===== config.mk =====
export PLATFORM = sky130hd
export DESIGN_NAME = ultrasonic_echo_ranger_core
export DESIGN_NICKNAME = d
export VERILOG_FILES = /design/src/hdl/eur_pkg.sv /design/src/hdl/eur_channel.sv /design/src/hdl/ultrasonic_echo_ranger_core.sv
export SDC_FILE = /design/constraint.sdc
export NUM_CORES = 1
export LEC_CHECK = 0
export BUFFER_PORTS_ARGS = -buffer_cell sky130_fd_sc_hd__buf_2
export CORE_MARGIN = 5
export CORE_UTILIZATION = 57
export DETAILED_ROUTE_END_ITERATION = 8
export GPL_TIMING_DRIVEN = 0
export MAX_ROUTING_LAYER = met4
export PLACE_DENSITY_LB_ADDON = 0.05
export SETUP_SLACK_MARGIN = 0.15
export SLEW_MARGIN = 20
export SYNTH_ARGS = -nofsm -noshare
export SYNTH_HDL_FRONTEND = slang
export SYNTH_SLANG_ARGS = --single-unit
export TNS_END_PERCENT = 1

===== constraint.sdc =====
create_clock -name clk -period 15.22 [get_ports clk]
set_clock_uncertainty 0.2 [all_clocks]
set_input_delay 1.522 -clock clk [delete_from_list [all_inputs] [get_ports clk]]
set_output_delay 1.522 -clock clk [all_outputs]
set_load 0.02 [all_outputs]

===== src/hdl/eur_pkg.sv =====
// eur_pkg: shared types, codes and reset constants for the ultrasonic echo ranger
// no dependencies; imported by eur_channel, ultrasonic_echo_ranger_core, echo_ranger_checker and testbench
package eur_pkg;

    localparam int unsigned MAX_CHANNELS  = 2;
    localparam int unsigned DEF_CHANNELS  = 2;
    localparam int unsigned COUNT_W       = 20;
    localparam int unsigned TRIG_W        = 8;
    localparam int unsigned Q8_SCALE_W    = 13;
    localparam int unsigned Q8_SHIFT      = 10;
    localparam int unsigned PROD_W        = COUNT_W + Q8_SCALE_W;
    localparam int unsigned SCALED_W      = PROD_W - Q8_SHIFT;

    localparam logic [Q8_SCALE_W-1:0] Q8_SCALE = 13'd4457;
    localparam logic [COUNT_W-1:0]    COUNT_MAX = '1;

    localparam logic [TRIG_W-1:0]  RST_TRIGGER_WIDTH = 8'd15;
    localparam logic [COUNT_W-1:0] RST_TIMEOUT       = 20'd100000;
    localparam logic [COUNT_W-1:0] RST_MAX_PULSE     = 20'd26470;

    typedef enum logic [1:0] {
        CFG_TRIGGER_WIDTH = 2'd0,
        CFG_TIMEOUT       = 2'd1,
        CFG_MAX_PULSE     = 2'd2
    } cfg_index_t;

    typedef enum logic [1:0] {
        PH_IDLE = 2'd0,
        PH_TRIG = 2'd1,
        PH_WAIT = 2'd2,
        PH_HIGH = 2'd3
    } phase_t;

    localparam logic [1:0] ST_OK      = 2'd0;
    localparam logic [1:0] ST_TIMEOUT = 2'd1;
    localparam logic [1:0] ST_RANGE   = 2'd2;

    typedef struct packed {
        logic [TRIG_W-1:0]  trigger_width_us;
        logic [COUNT_W-1:0] timeout_us;
        logic [COUNT_W-1:0] max_pulse_us;
    } cfg_t;

    typedef struct packed {
        logic [1:0] command;
        logic       echo_one;
        logic       echo_two;
    } item_t;

    typedef struct packed {
        logic               trig_one;
        logic               trig_two;
        logic               done_one;
        logic               done_two;
        logic [COUNT_W-1:0] range_one;
        logic [COUNT_W-1:0] range_two;
        logic [1:0]         status_one;
        logic [1:0]         status_two;
    } result_t;

    typedef struct packed {
        logic               trig;
        logic               done;
        logic [COUNT_W-1:0] range;
        logic [1:0]         status;
    } chan_out_t;

endpackage


===== src/hdl/eur_channel.sv =====
// eur_channel: one ranging channel, trigger sequencer plus echo pulse timer
// depends on eur_pkg; instantiated by ultrasonic_echo_ranger_core
module eur_channel
    import eur_pkg::*;
(
    input  logic      clk,
    input  logic      rst_n,
    input  logic      advance,
    input  logic      start,
    input  logic      echo,
    input  cfg_t      cfg,
    output chan_out_t chan_out
);

    phase_t               phase_reg, phase_next;
    logic [COUNT_W-1:0]   wait_reg, wait_next;
    logic [COUNT_W-1:0]   pulse_reg, pulse_next;
    logic                 echo_prev_reg;

    logic [COUNT_W-1:0]   wait_inc;
    logic [COUNT_W-1:0]   pulse_inc;
    logic [PROD_W-1:0]    product;
    logic [SCALED_W-1:0]  scaled;
    logic [COUNT_W-1:0]   range_sat;
    logic                 rise;
    logic                 fall;
    logic                 trig_end;
    logic                 timed_out;

    assign rise      = echo && !echo_prev_reg;
    assign fall      = !echo && echo_prev_reg;
    assign wait_inc  = (wait_reg == COUNT_MAX) ? wait_reg : wait_reg + 1'b1;
    assign pulse_inc = (pulse_reg == COUNT_MAX) ? pulse_reg : pulse_reg + 1'b1;
    assign trig_end  = wait_inc >= {{(COUNT_W-TRIG_W){1'b0}}, cfg.trigger_width_us};
    assign timed_out = wait_inc >= cfg.timeout_us;

    // q8 cm = pulse * 4457 >> 10, saturated to the field width
    assign product   = PROD_W'(pulse_inc) * PROD_W'(Q8_SCALE);
    assign scaled    = product[PROD_W-1:Q8_SHIFT];
    assign range_sat = (|scaled[SCALED_W-1:COUNT_W]) ? COUNT_MAX : scaled[COUNT_W-1:0];

    always_ff @(posedge clk or negedge rst_n)
    begin
        if (!rst_n)
        begin
            phase_reg     <= PH_IDLE;
            wait_reg      <= '0;
            pulse_reg     <= '0;
            echo_prev_reg <= 1'b0;
        end
        else if (advance)
        begin
            phase_reg     <= phase_next;
            wait_reg      <= wait_next;
            pulse_reg     <= pulse_next;
            echo_prev_reg <= echo;
        end
    end

    always_comb
    begin
        phase_next      = phase_reg;
        wait_next       = wait_reg;
        pulse_next      = pulse_reg;
        chan_out.trig   = 1'b0;
        chan_out.done   = 1'b0;
        chan_out.range  = '0;
        chan_out.status = ST_OK;
        unique case (phase_reg)
            PH_IDLE:
            begin
                if (start)
                begin
                    chan_out.trig = 1'b1;
                    // a width of zero or one ends the trigger after this tick
                    if (cfg.trigger_width_us <= TRIG_W'(1))
                    begin
                        phase_next = PH_WAIT;
                        wait_next  = '0;
                    end
                    else
                    begin
                        phase_next = PH_TRIG;
                        wait_next  = COUNT_W'(1);
                    end
                end
            end
            PH_TRIG:
            begin
                chan_out.trig = 1'b1;
                wait_next     = wait_inc;
                if (trig_end)
                begin
                    phase_next = PH_WAIT;
                    wait_next  = '0;
                end
            end
            PH_WAIT:
            begin
                wait_next = wait_inc;
                if (rise)
                begin
                    phase_next = PH_HIGH;
                    pulse_next = '0;
                end
                else if (timed_out)
                begin
                    phase_next      = PH_IDLE;
                    chan_out.done   = 1'b1;
                    chan_out.status = ST_TIMEOUT;
                end
            end
            PH_HIGH:
            begin
                wait_next  = wait_inc;
                pulse_next = pulse_inc;
                // a fall on the timeout tick still counts as a measurement
                if (fall)
                begin
                    phase_next    = PH_IDLE;
                    chan_out.done = 1'b1;
                    if (pulse_inc > cfg.max_pulse_us)
                    begin
                        chan_out.status = ST_RANGE;
                    end
                    else
                    begin
                        chan_out.range = range_sat;
                    end
                end
                else if (timed_out)
                begin
                    phase_next      = PH_IDLE;
                    chan_out.done   = 1'b1;
                    chan_out.status = ST_TIMEOUT;
                end
            end
            default:
            begin
                phase_next = PH_IDLE;
            end
        endcase
    end

endmodule


===== src/hdl/ultrasonic_echo_ranger_core.sv =====
// ultrasonic_echo_ranger_core: top level, config registers, channels and result register
// depends on eur_pkg and eur_channel
// timing: a result is registered and presented in the cycle after its input transfer
// throughput: one item per cycle; the single result register refills in the
// cycle it is emptied, so only a stalled result holds off the input
// reset: asynchronous active-low; all channels idle, counters and echo history
// cleared, config registers back to 15 / 100000 / 26470, no result pending
module ultrasonic_echo_ranger_core
    import eur_pkg::*;
#(
    parameter int unsigned CHANNELS = DEF_CHANNELS
)
(
    input  logic               clk,
    input  logic               rst_n,
    // input item channel, one microsecond tick per transfer
    input  logic               item_valid,
    output logic               item_ready,
    input  item_t              item,
    // result channel, one result per input tick
    output logic               result_valid,
    input  logic               result_ready,
    output result_t            result,
    // configuration write channel
    input  logic               cfg_valid,
    output logic               cfg_ready,
    input  logic [1:0]         cfg_index,
    input  logic [COUNT_W-1:0] cfg_data
);

    cfg_t      cfg_reg;
    result_t   result_reg, result_next;
    logic      result_valid_reg;
    logic      advance;
    chan_out_t chan_out [MAX_CHANNELS];
    logic      start    [MAX_CHANNELS];
    logic      echo     [MAX_CHANNELS];

    // configuration registers, always ready; a write takes effect at its transfer;
    // the host must issue writes only between measurements, which the block does not enforce
    assign cfg_ready = 1'b1;

    always_ff @(posedge clk or negedge rst_n)
    begin
        if (!rst_n)
        begin
            cfg_reg.trigger_width_us <= RST_TRIGGER_WIDTH;
            cfg_reg.timeout_us       <= RST_TIMEOUT;
            cfg_reg.max_pulse_us     <= RST_MAX_PULSE;
        end
        else if (cfg_valid)
        begin
            unique case (cfg_index)
                CFG_TRIGGER_WIDTH: cfg_reg.trigger_width_us <= cfg_data[TRIG_W-1:0];
                CFG_TIMEOUT:       cfg_reg.timeout_us       <= cfg_data;
                CFG_MAX_PULSE:     cfg_reg.max_pulse_us     <= cfg_data;
                default:           ;  // unmapped index, write dropped
            endcase
        end
    end

    // the input side stalls only when the held result is not being taken
    assign item_ready = !result_valid_reg || result_ready;
    assign advance    = item_valid && item_ready;

    assign start[0] = item.command[0];
    assign start[1] = item.command[1];
    assign echo[0]  = item.echo_one;
    assign echo[1]  = item.echo_two;

    // channels present in this build; the rest read as idle with zero outputs
    for (genvar c = 0; c < MAX_CHANNELS; c++)
    begin : g_chan
        if (c < CHANNELS)
        begin : g_on
            eur_channel u_chan (
                .clk      (clk),
                .rst_n    (rst_n),
                .advance  (advance),
                .start    (start[c]),
                .echo     (echo[c]),
                .cfg      (cfg_reg),
                .chan_out (chan_out[c])
            );
        end
        else
        begin : g_off
            assign chan_out[c] = '0;
        end
    end

    // pack both channels into the result item
    always_comb
    begin
        result_next.trig_one   = chan_out[0].trig;
        result_next.trig_two   = chan_out[1].trig;
        result_next.done_one   = chan_out[0].done;
        result_next.done_two   = chan_out[1].done;
        result_next.range_one  = chan_out[0].range;
        result_next.range_two  = chan_out[1].range;
        result_next.status_one = chan_out[0].status;
        result_next.status_two = chan_out[1].status;
    end

    // result register; payload needs no reset
    always_ff @(posedge clk)
    begin
        if (advance)
        begin
            result_reg <= result_next;
        end
    end

    always_ff @(posedge clk or negedge rst_n)
    begin
        if (!rst_n)
        begin
            result_valid_reg <= 1'b0;
        end
        else if (advance)
        begin
            result_valid_reg <= 1'b1;
        end
        else if (result_ready)
        begin
            result_valid_reg <= 1'b0;
        end
    end

    assign result_valid = result_valid_reg;
    assign result       = result_reg;

    // every input transfer leaves a result pending on the next cycle
    assert property (@(posedge clk) disable iff (!rst_n)
        advance |=> result_valid_reg)
        else $error("input transfer did not produce a pending result");

    // channel one, when it did not finish, reports zero range and ok status
    assert property (@(posedge clk) disable iff (!rst_n)
        (result_valid_reg && !result_reg.done_one) |->
            (result_reg.range_one == '0 && result_reg.status_one == ST_OK))
        else $error("channel one reports a range without finishing");

    // a channel never drives its trigger in the same tick it finishes
    assert property (@(posedge clk) disable iff (!rst_n)
        result_valid_reg |->
            !(result_reg.trig_one && result_reg.done_one) &&
            !(result_reg.trig_two && result_reg.done_two))
        else $error("trigger and done asserted together");

    // a channel two error status always carries a zero range and a done
    assert property (@(posedge clk) disable iff (!rst_n)
        (result_valid_reg && result_reg.status_two != ST_OK) |->
            (result_reg.range_two == '0 && result_reg.done_two))
        else $error("channel two error result carries a range");

endmodule


**Word level (Yosys, flattened, before mapping)**

Index checks and enable logic that the tools add are counted.

- Logic and storage cells: 141
- Bits of input ports: 31
- Output and inout bits: 51
- Register bits after elaboration: 183

- Add/sub/neg operators: 4
- Equality and inequality tests: 18
- Bitwise operators: 4
- Multiply operators: 2
- $lt $le $gt $ge: 7
- Mux-type cells: 54
- Reductions and logical operators: 32

Operators with widths:

| operator | count |
|---|---|
| 20-bit two-way mux | 12 |
| 20-bit case mux with 3 select lines | 2 |
| 20-bit by 1-bit adder with 20-bit output, second input constant | 4 |
| 20-bit equality test, second input constant | 4 |
| 20-bit case mux with 2 select lines | 2 |
| 20-bit by 13-bit multiplier with 33-bit output, second input constant | 2 |
| 20-bit greater-or-equal comparator | 2 |
| 20-bit by 8-bit greater-or-equal comparator with 1-bit output | 2 |
| 20-bit greater-than comparator | 2 |
| 2-bit two-way mux | 17 |
| 2-bit case mux with 4 select lines | 2 |
| 1-bit two-way mux | 13 |
| 3-bit AND reduction | 4 |
| 3-bit OR reduction | 4 |
| 2-bit equality test, second input constant | 5 |
| 2-bit AND reduction | 5 |
| 8-bit by 1-bit <= comparator with 1-bit output, second input constant | 1 |
| 2-bit by 1-bit != test with 1-bit output, second input constant | 4 |
| 1-bit case mux with 2 select lines | 4 |
| 2-bit case mux with 2 select lines | 2 |
| 2-bit by 1-bit equality test with 1-bit output, second input constant | 3 |
| 2-bit logical NOT | 3 |
| 2-bit nonzero test | 3 |
| 1-bit logical AND | 5 |
| 5 further kinds | 14 |

**Logic depth before layout (Yosys ltp)**

- Word-level depth: 6
- Mapped depth: 30
- Gate-level depth less buffers: 28

**Hierarchy**

A second synthesis with hierarchy kept.

- Cell total of the unflattened synthesis: 2,203
- Area, all modules: 20,759.9 µm²

By module, submodules not included:

| module | cells an instance | sequential area each (µm²) | instances | area each (µm²) |
|---|---|---|---|---|
| eur_channel (g_chan[0].g_on.u_chan) | 1,025 | 1,076.0 | 1 | 8,811.0 |
| eur_channel (g_chan[1].g_on.u_chan) | 1,021 | 1,076.0 | 1 | 8,608.3 |
| ultrasonic_echo_ranger_core | 157 | 2,691.3 | 1 | 3,340.7 |

**Worst setup path after synthesis**

Ideal clock, no wire load.

- Path kind: reg2reg
- Start: register g_chan[0].g_on.u_chan.pulse_reg[0]
- End: register result_reg, in the netlist result[43] (data pin)
- Setup time: 270 ps
- Clock period less this slack: 7,056 ps
- Slack: 8,164 ps
- Data arrival time: 6,586 ps
- Stages on the path, launching flop included: 26
- Buffers on the path: 1
- Data required time: 14,750 ps
- Path through: dfrtp_1 ha_1 nand3_1 or3_4 or2_2 nand4_1 xor2_1 inv_1 ha_1 ha_1 fa_1 inv_1 fa_1 inv_1 fa_1 ha_1 a21o_1 a2111oi_0 nor2_1 a2111oi_4 o41ai_2 a221o_1 a221o_1 nor3_2 buf_4 a21oi_1

- Longest elaborated chain between the ends: 5
- Elaborated cells between the ends (all ways): 8
- Classes of those cells: add/sub (1); mul (1); order compare (1); eq/ne (1); mux (2); reduce/logical (2)

Ends and longest elaborated chain:

| item | RTL line | text |
|---|---|---|
| start, declared | eur_channel.sv:17 | `logic [COUNT_W-1:0] pulse_reg, pulse_next;` |
| start signal, assigned | eur_channel.sv:55 | `pulse_reg <= pulse_next;` |
| 20-bit by 1-bit adder with 20-bit output / 20-bit equality test (equally long branches) | eur_channel.sv:33 | `assign pulse_inc = (pulse_reg == COUNT_MAX) ? pulse_reg : pulse_reg + 1'b1;` |
| 20-bit two-way mux * | eur_channel.sv:33 |  |
| 20-bit by 13-bit multiplier with 33-bit output | eur_channel.sv:38 | `assign product = PROD_W'(pulse_inc) * PROD_W'(Q8_SCALE);` |
| 3-bit OR reduction | eur_channel.sv:40 | `assign range_sat = (\|scaled[SCALED_W-1:COUNT_W]) ? COUNT_MAX : scaled[COUNT_W-1:0];` |
| 20-bit two-way mux | eur_channel.sv:40 |  |
| end signal, assigned | ultrasonic_echo_ranger_core.sv:110 | `result_reg <= result_next;` |
| end, declared | ultrasonic_echo_ranger_core.sv:32 | `result_t result_reg, result_next;` |

Every way passes the cells marked *; elsewhere a longest branch is shown, timed or not.
A chain may end at the register's enable or synchronous reset.

**Worst setup path in the final report**

- Start: register g_chan[0].g_on.u_chan.pulse_reg[0]
- End: register result_reg, in the netlist result[31] (data pin)

Same word-level chain as after synthesis.

==> out/qor.csv <==
metric,value,unit
reg2reg setup slack,7.09,ns
placed instance area,20530,µm²
Initial Util,57.97,%
Final nets,2643,
CP max stage cell,fa_1,
Syn Std Cell Area,19490,µm²
Finished Cell Area,21150,µm²
first-pass GRT wire length,76.91,mm
Remaining DRCs,0,
R2R depth,25,
WP buf/inv,4,
area growth from synthesis to layout,8.514,%
share of the synthesized area in the top cell type,20.68,%
complex-gate fraction of the synthesized area,13.30,%
CTS tree,built,
Post-Synth Adder-Cell Area,33.41,%
Clock Path Buffers,2,
Peak supply drop,0.09135,mV
Vias,14990,
Worst Path Max Fanout,10,
largest family of logic cells by synthesized area,adder cells,
transition time at the pin with the least slew margin,0.9445,ns
Clock Pin Slew Worst Setup and Hold Paths,0.08,ns
HP Class,reg2reg,
Synth async-reset ratio,73.77,%
# setup viols final,0,
placed cells,2595,
CP max stage delay,0.50,ns
CP required,15.22,ns
post-synthesis sequential area ratio,24.86,%
simple logic cell fraction of the synthesized area,12.06,%
DR iter-0 viols,616,
"count leader, synth",inv_1,
CP Class,reg2reg,
Crit. End Element,flip-flop,
total grt overflow,0,
Slew Limit Fails,0,
largest net degree at the start of global routing,90,
post-synthesis register bit count,183,
clock sinks,183,
Yosys cell types,72,
crit path DAT,8.13,ns
WL/cell,17.57,µm
Die Area,37980,µm²
"area leader, netlist",ha_1,
worst skew pair latency,0.47,ns
synthesized area per cell,9.441,µm²
register area,4843,µm²
number of post-CTS setup repair buffers,0,
drt total wl,46.16,mm
Num CTS Buffers,17,
DRT antenna net count,0,
RePlAce Congestion,0.9001,
share of layout cells above drive strength 1,10.33,%
total iterations of the first detailed-routing run,6,
hold depth,1,
predominant post-synthesis flop cell,dfrtp_1,
cts repair resizes,0,
Final min period,8.129,ns
fin util,62.90,%
Synth Area in XOR/XNOR,5.349,%
hold_buf cts,0,
die width,194.9,µm
"Hold Vio Cnt, Final",0,
syn_nets,2541,
Sum Neg Setup Slack,0,ns
H-tree levels,4,
period utilisation layout,53.41,%
Non-Filler Instances,2627,
crit-path leading delay family,adder cells,
Tot GR Track Use,25.37,%
Die H,194.9,µm
status,completed,
Avg Vias per Cell,5.705,
unrepaired setup endpoints after global routing,false,
max frequency,0.1230,GHz
Post-synth EDFFs,48,
port bufs,80,
initial antenna violation count,0,
I/O pins,82,
Rows,67,
top post-synthesis cells by area,"ha_1 21%, dfrtp_1 15%, fa_1 13%",
Post-Synthesis Cells,2064,
Max transition margin,37.03,%
HPWL after DPL,37.73,mm
core box area,33620,µm²
crit start category,flip-flop,
CTS Root Cell,clkbuf_16,
pwr/cell area,94.81,nW/µm²
vias in the first global route,15110,
maxcap violations,0,
synth warn,0,
area of the multi-input gates,13130,µm²
Synth top cells by count,"342 x inv_1, 322 x ha_1, 124 x fa_1",
fillers,2886,
Pleak,11.43,nW
CP Depth,25,
mux cell area share after synthesis,3.198,%
ant diodes,0,
## path summary, 6_finish.rpt
check / to / from
setup / recovery: result[31] / g_chan[0].g_on.u_chan.pulse_reg[0]
hold / removal: cfg_reg[28] / cfg_reg[28]
setup reg to reg: result[31] / g_chan[0].g_on.u_chan.pulse_reg[0]
hold reg to reg: cfg_reg[28] / cfg_reg[28]
max in group asynchronous: g_chan[1].g_on.u_chan.pulse_reg[13] / rst_n
min in group asynchronous: g_chan[0].g_on.u_chan.phase_reg[1] / rst_n
## cell type report
cell class                 instances  share of cell area (%)
buffer                            53                   1.118
tap                              448                   2.651
multi-input combinational       1485                   62.09
sequential                       183                   22.91
timing repair buffer              83                   2.237
clock inverter                    14                  0.8343
clock buffer                      18                   2.077
inverter                         343                   6.089
## worst register-to-register path, stage by stage, from the launching register on
cell and delay, ns:
dfrtp_1 0.48, ha_1 0.24, nand3_1 0.18, or3_4 0.46, nor2_1 0.31, nor2_1 0.23
and3_1 0.25, xnor2_1 0.34, inv_1 0.28, ha_1 0.38, fa_1 0.50, inv_1 0.05
fa_1 0.47, inv_1 0.05, fa_1 0.47, ha_1 0.35, a21o_1 0.21, a2111oi_0 0.46
nor2_1 0.14, a2111oi_4 0.44, o41ai_2 0.17, a221o_1 0.38, a221o_1 0.32, nor3_2 0.20
buf_4 0.21, a21oi_1 0.08
## where the power goes
part           internal (W)  switching, W  leakage [nW]
clock              0.000228      0.000240         0.296
sequential         0.000569     0.0000460          2.21
combinational      0.000358      0.000563          8.93
total               0.00116      0.000849          11.4
## cells in the final DEF (no fill, tap or decap), drive strengths merged, types with 25 or more instances in the layout
cell	n
nand2	116
nand4	43
ha	322
o21ai	103
a21o	56
inv	350
mux2	50
clkbuf	56
xnor2	74
fa	124
dfrtp	116
buf	98
edfxtp	48
a22o	33
nor2	91
a21oi	119
nand3	51
xor2	45
nor3	25
## per-layer routing
| layer | up-vias | track usage [%] | part of all wire, % |
|---|---|---|---|
| met1 | 7288 | 34.43 | 47 |
| met5 | - | - | 0 |
| met4 | 0 | 5.922 | 1.8 |
| met3 | 66 | 3.064 | 3.9 |
| met2 | 322 | 41.13 | 48 |
| li1 | 7311 | - | - |
## stage by stage
stage	hold slack (ns)	setup slack [ns]	power, W
after global routing	0.3259	6.620	0.002190
after detailed placement	0.2940	7.198	0.001543
final	0.3087	7.091	0.002005
after floorplan	0.2794	8.164	0.001294
after CTS	0.3111	7.133	0.002018
after global placement	0.2869	7.180	0.001506
## cell families after synthesis
kind of cell               count (synthesis)
adders and majority gates                446
buffers and inverters                    396
xor gates and xnor gates                 119
AOI/OAI and AO/OA                        405
other                                      1
muxes                                     56
DFF                                      183
and+or+nand+nor                          458
(Power assumes the default switching activity.)
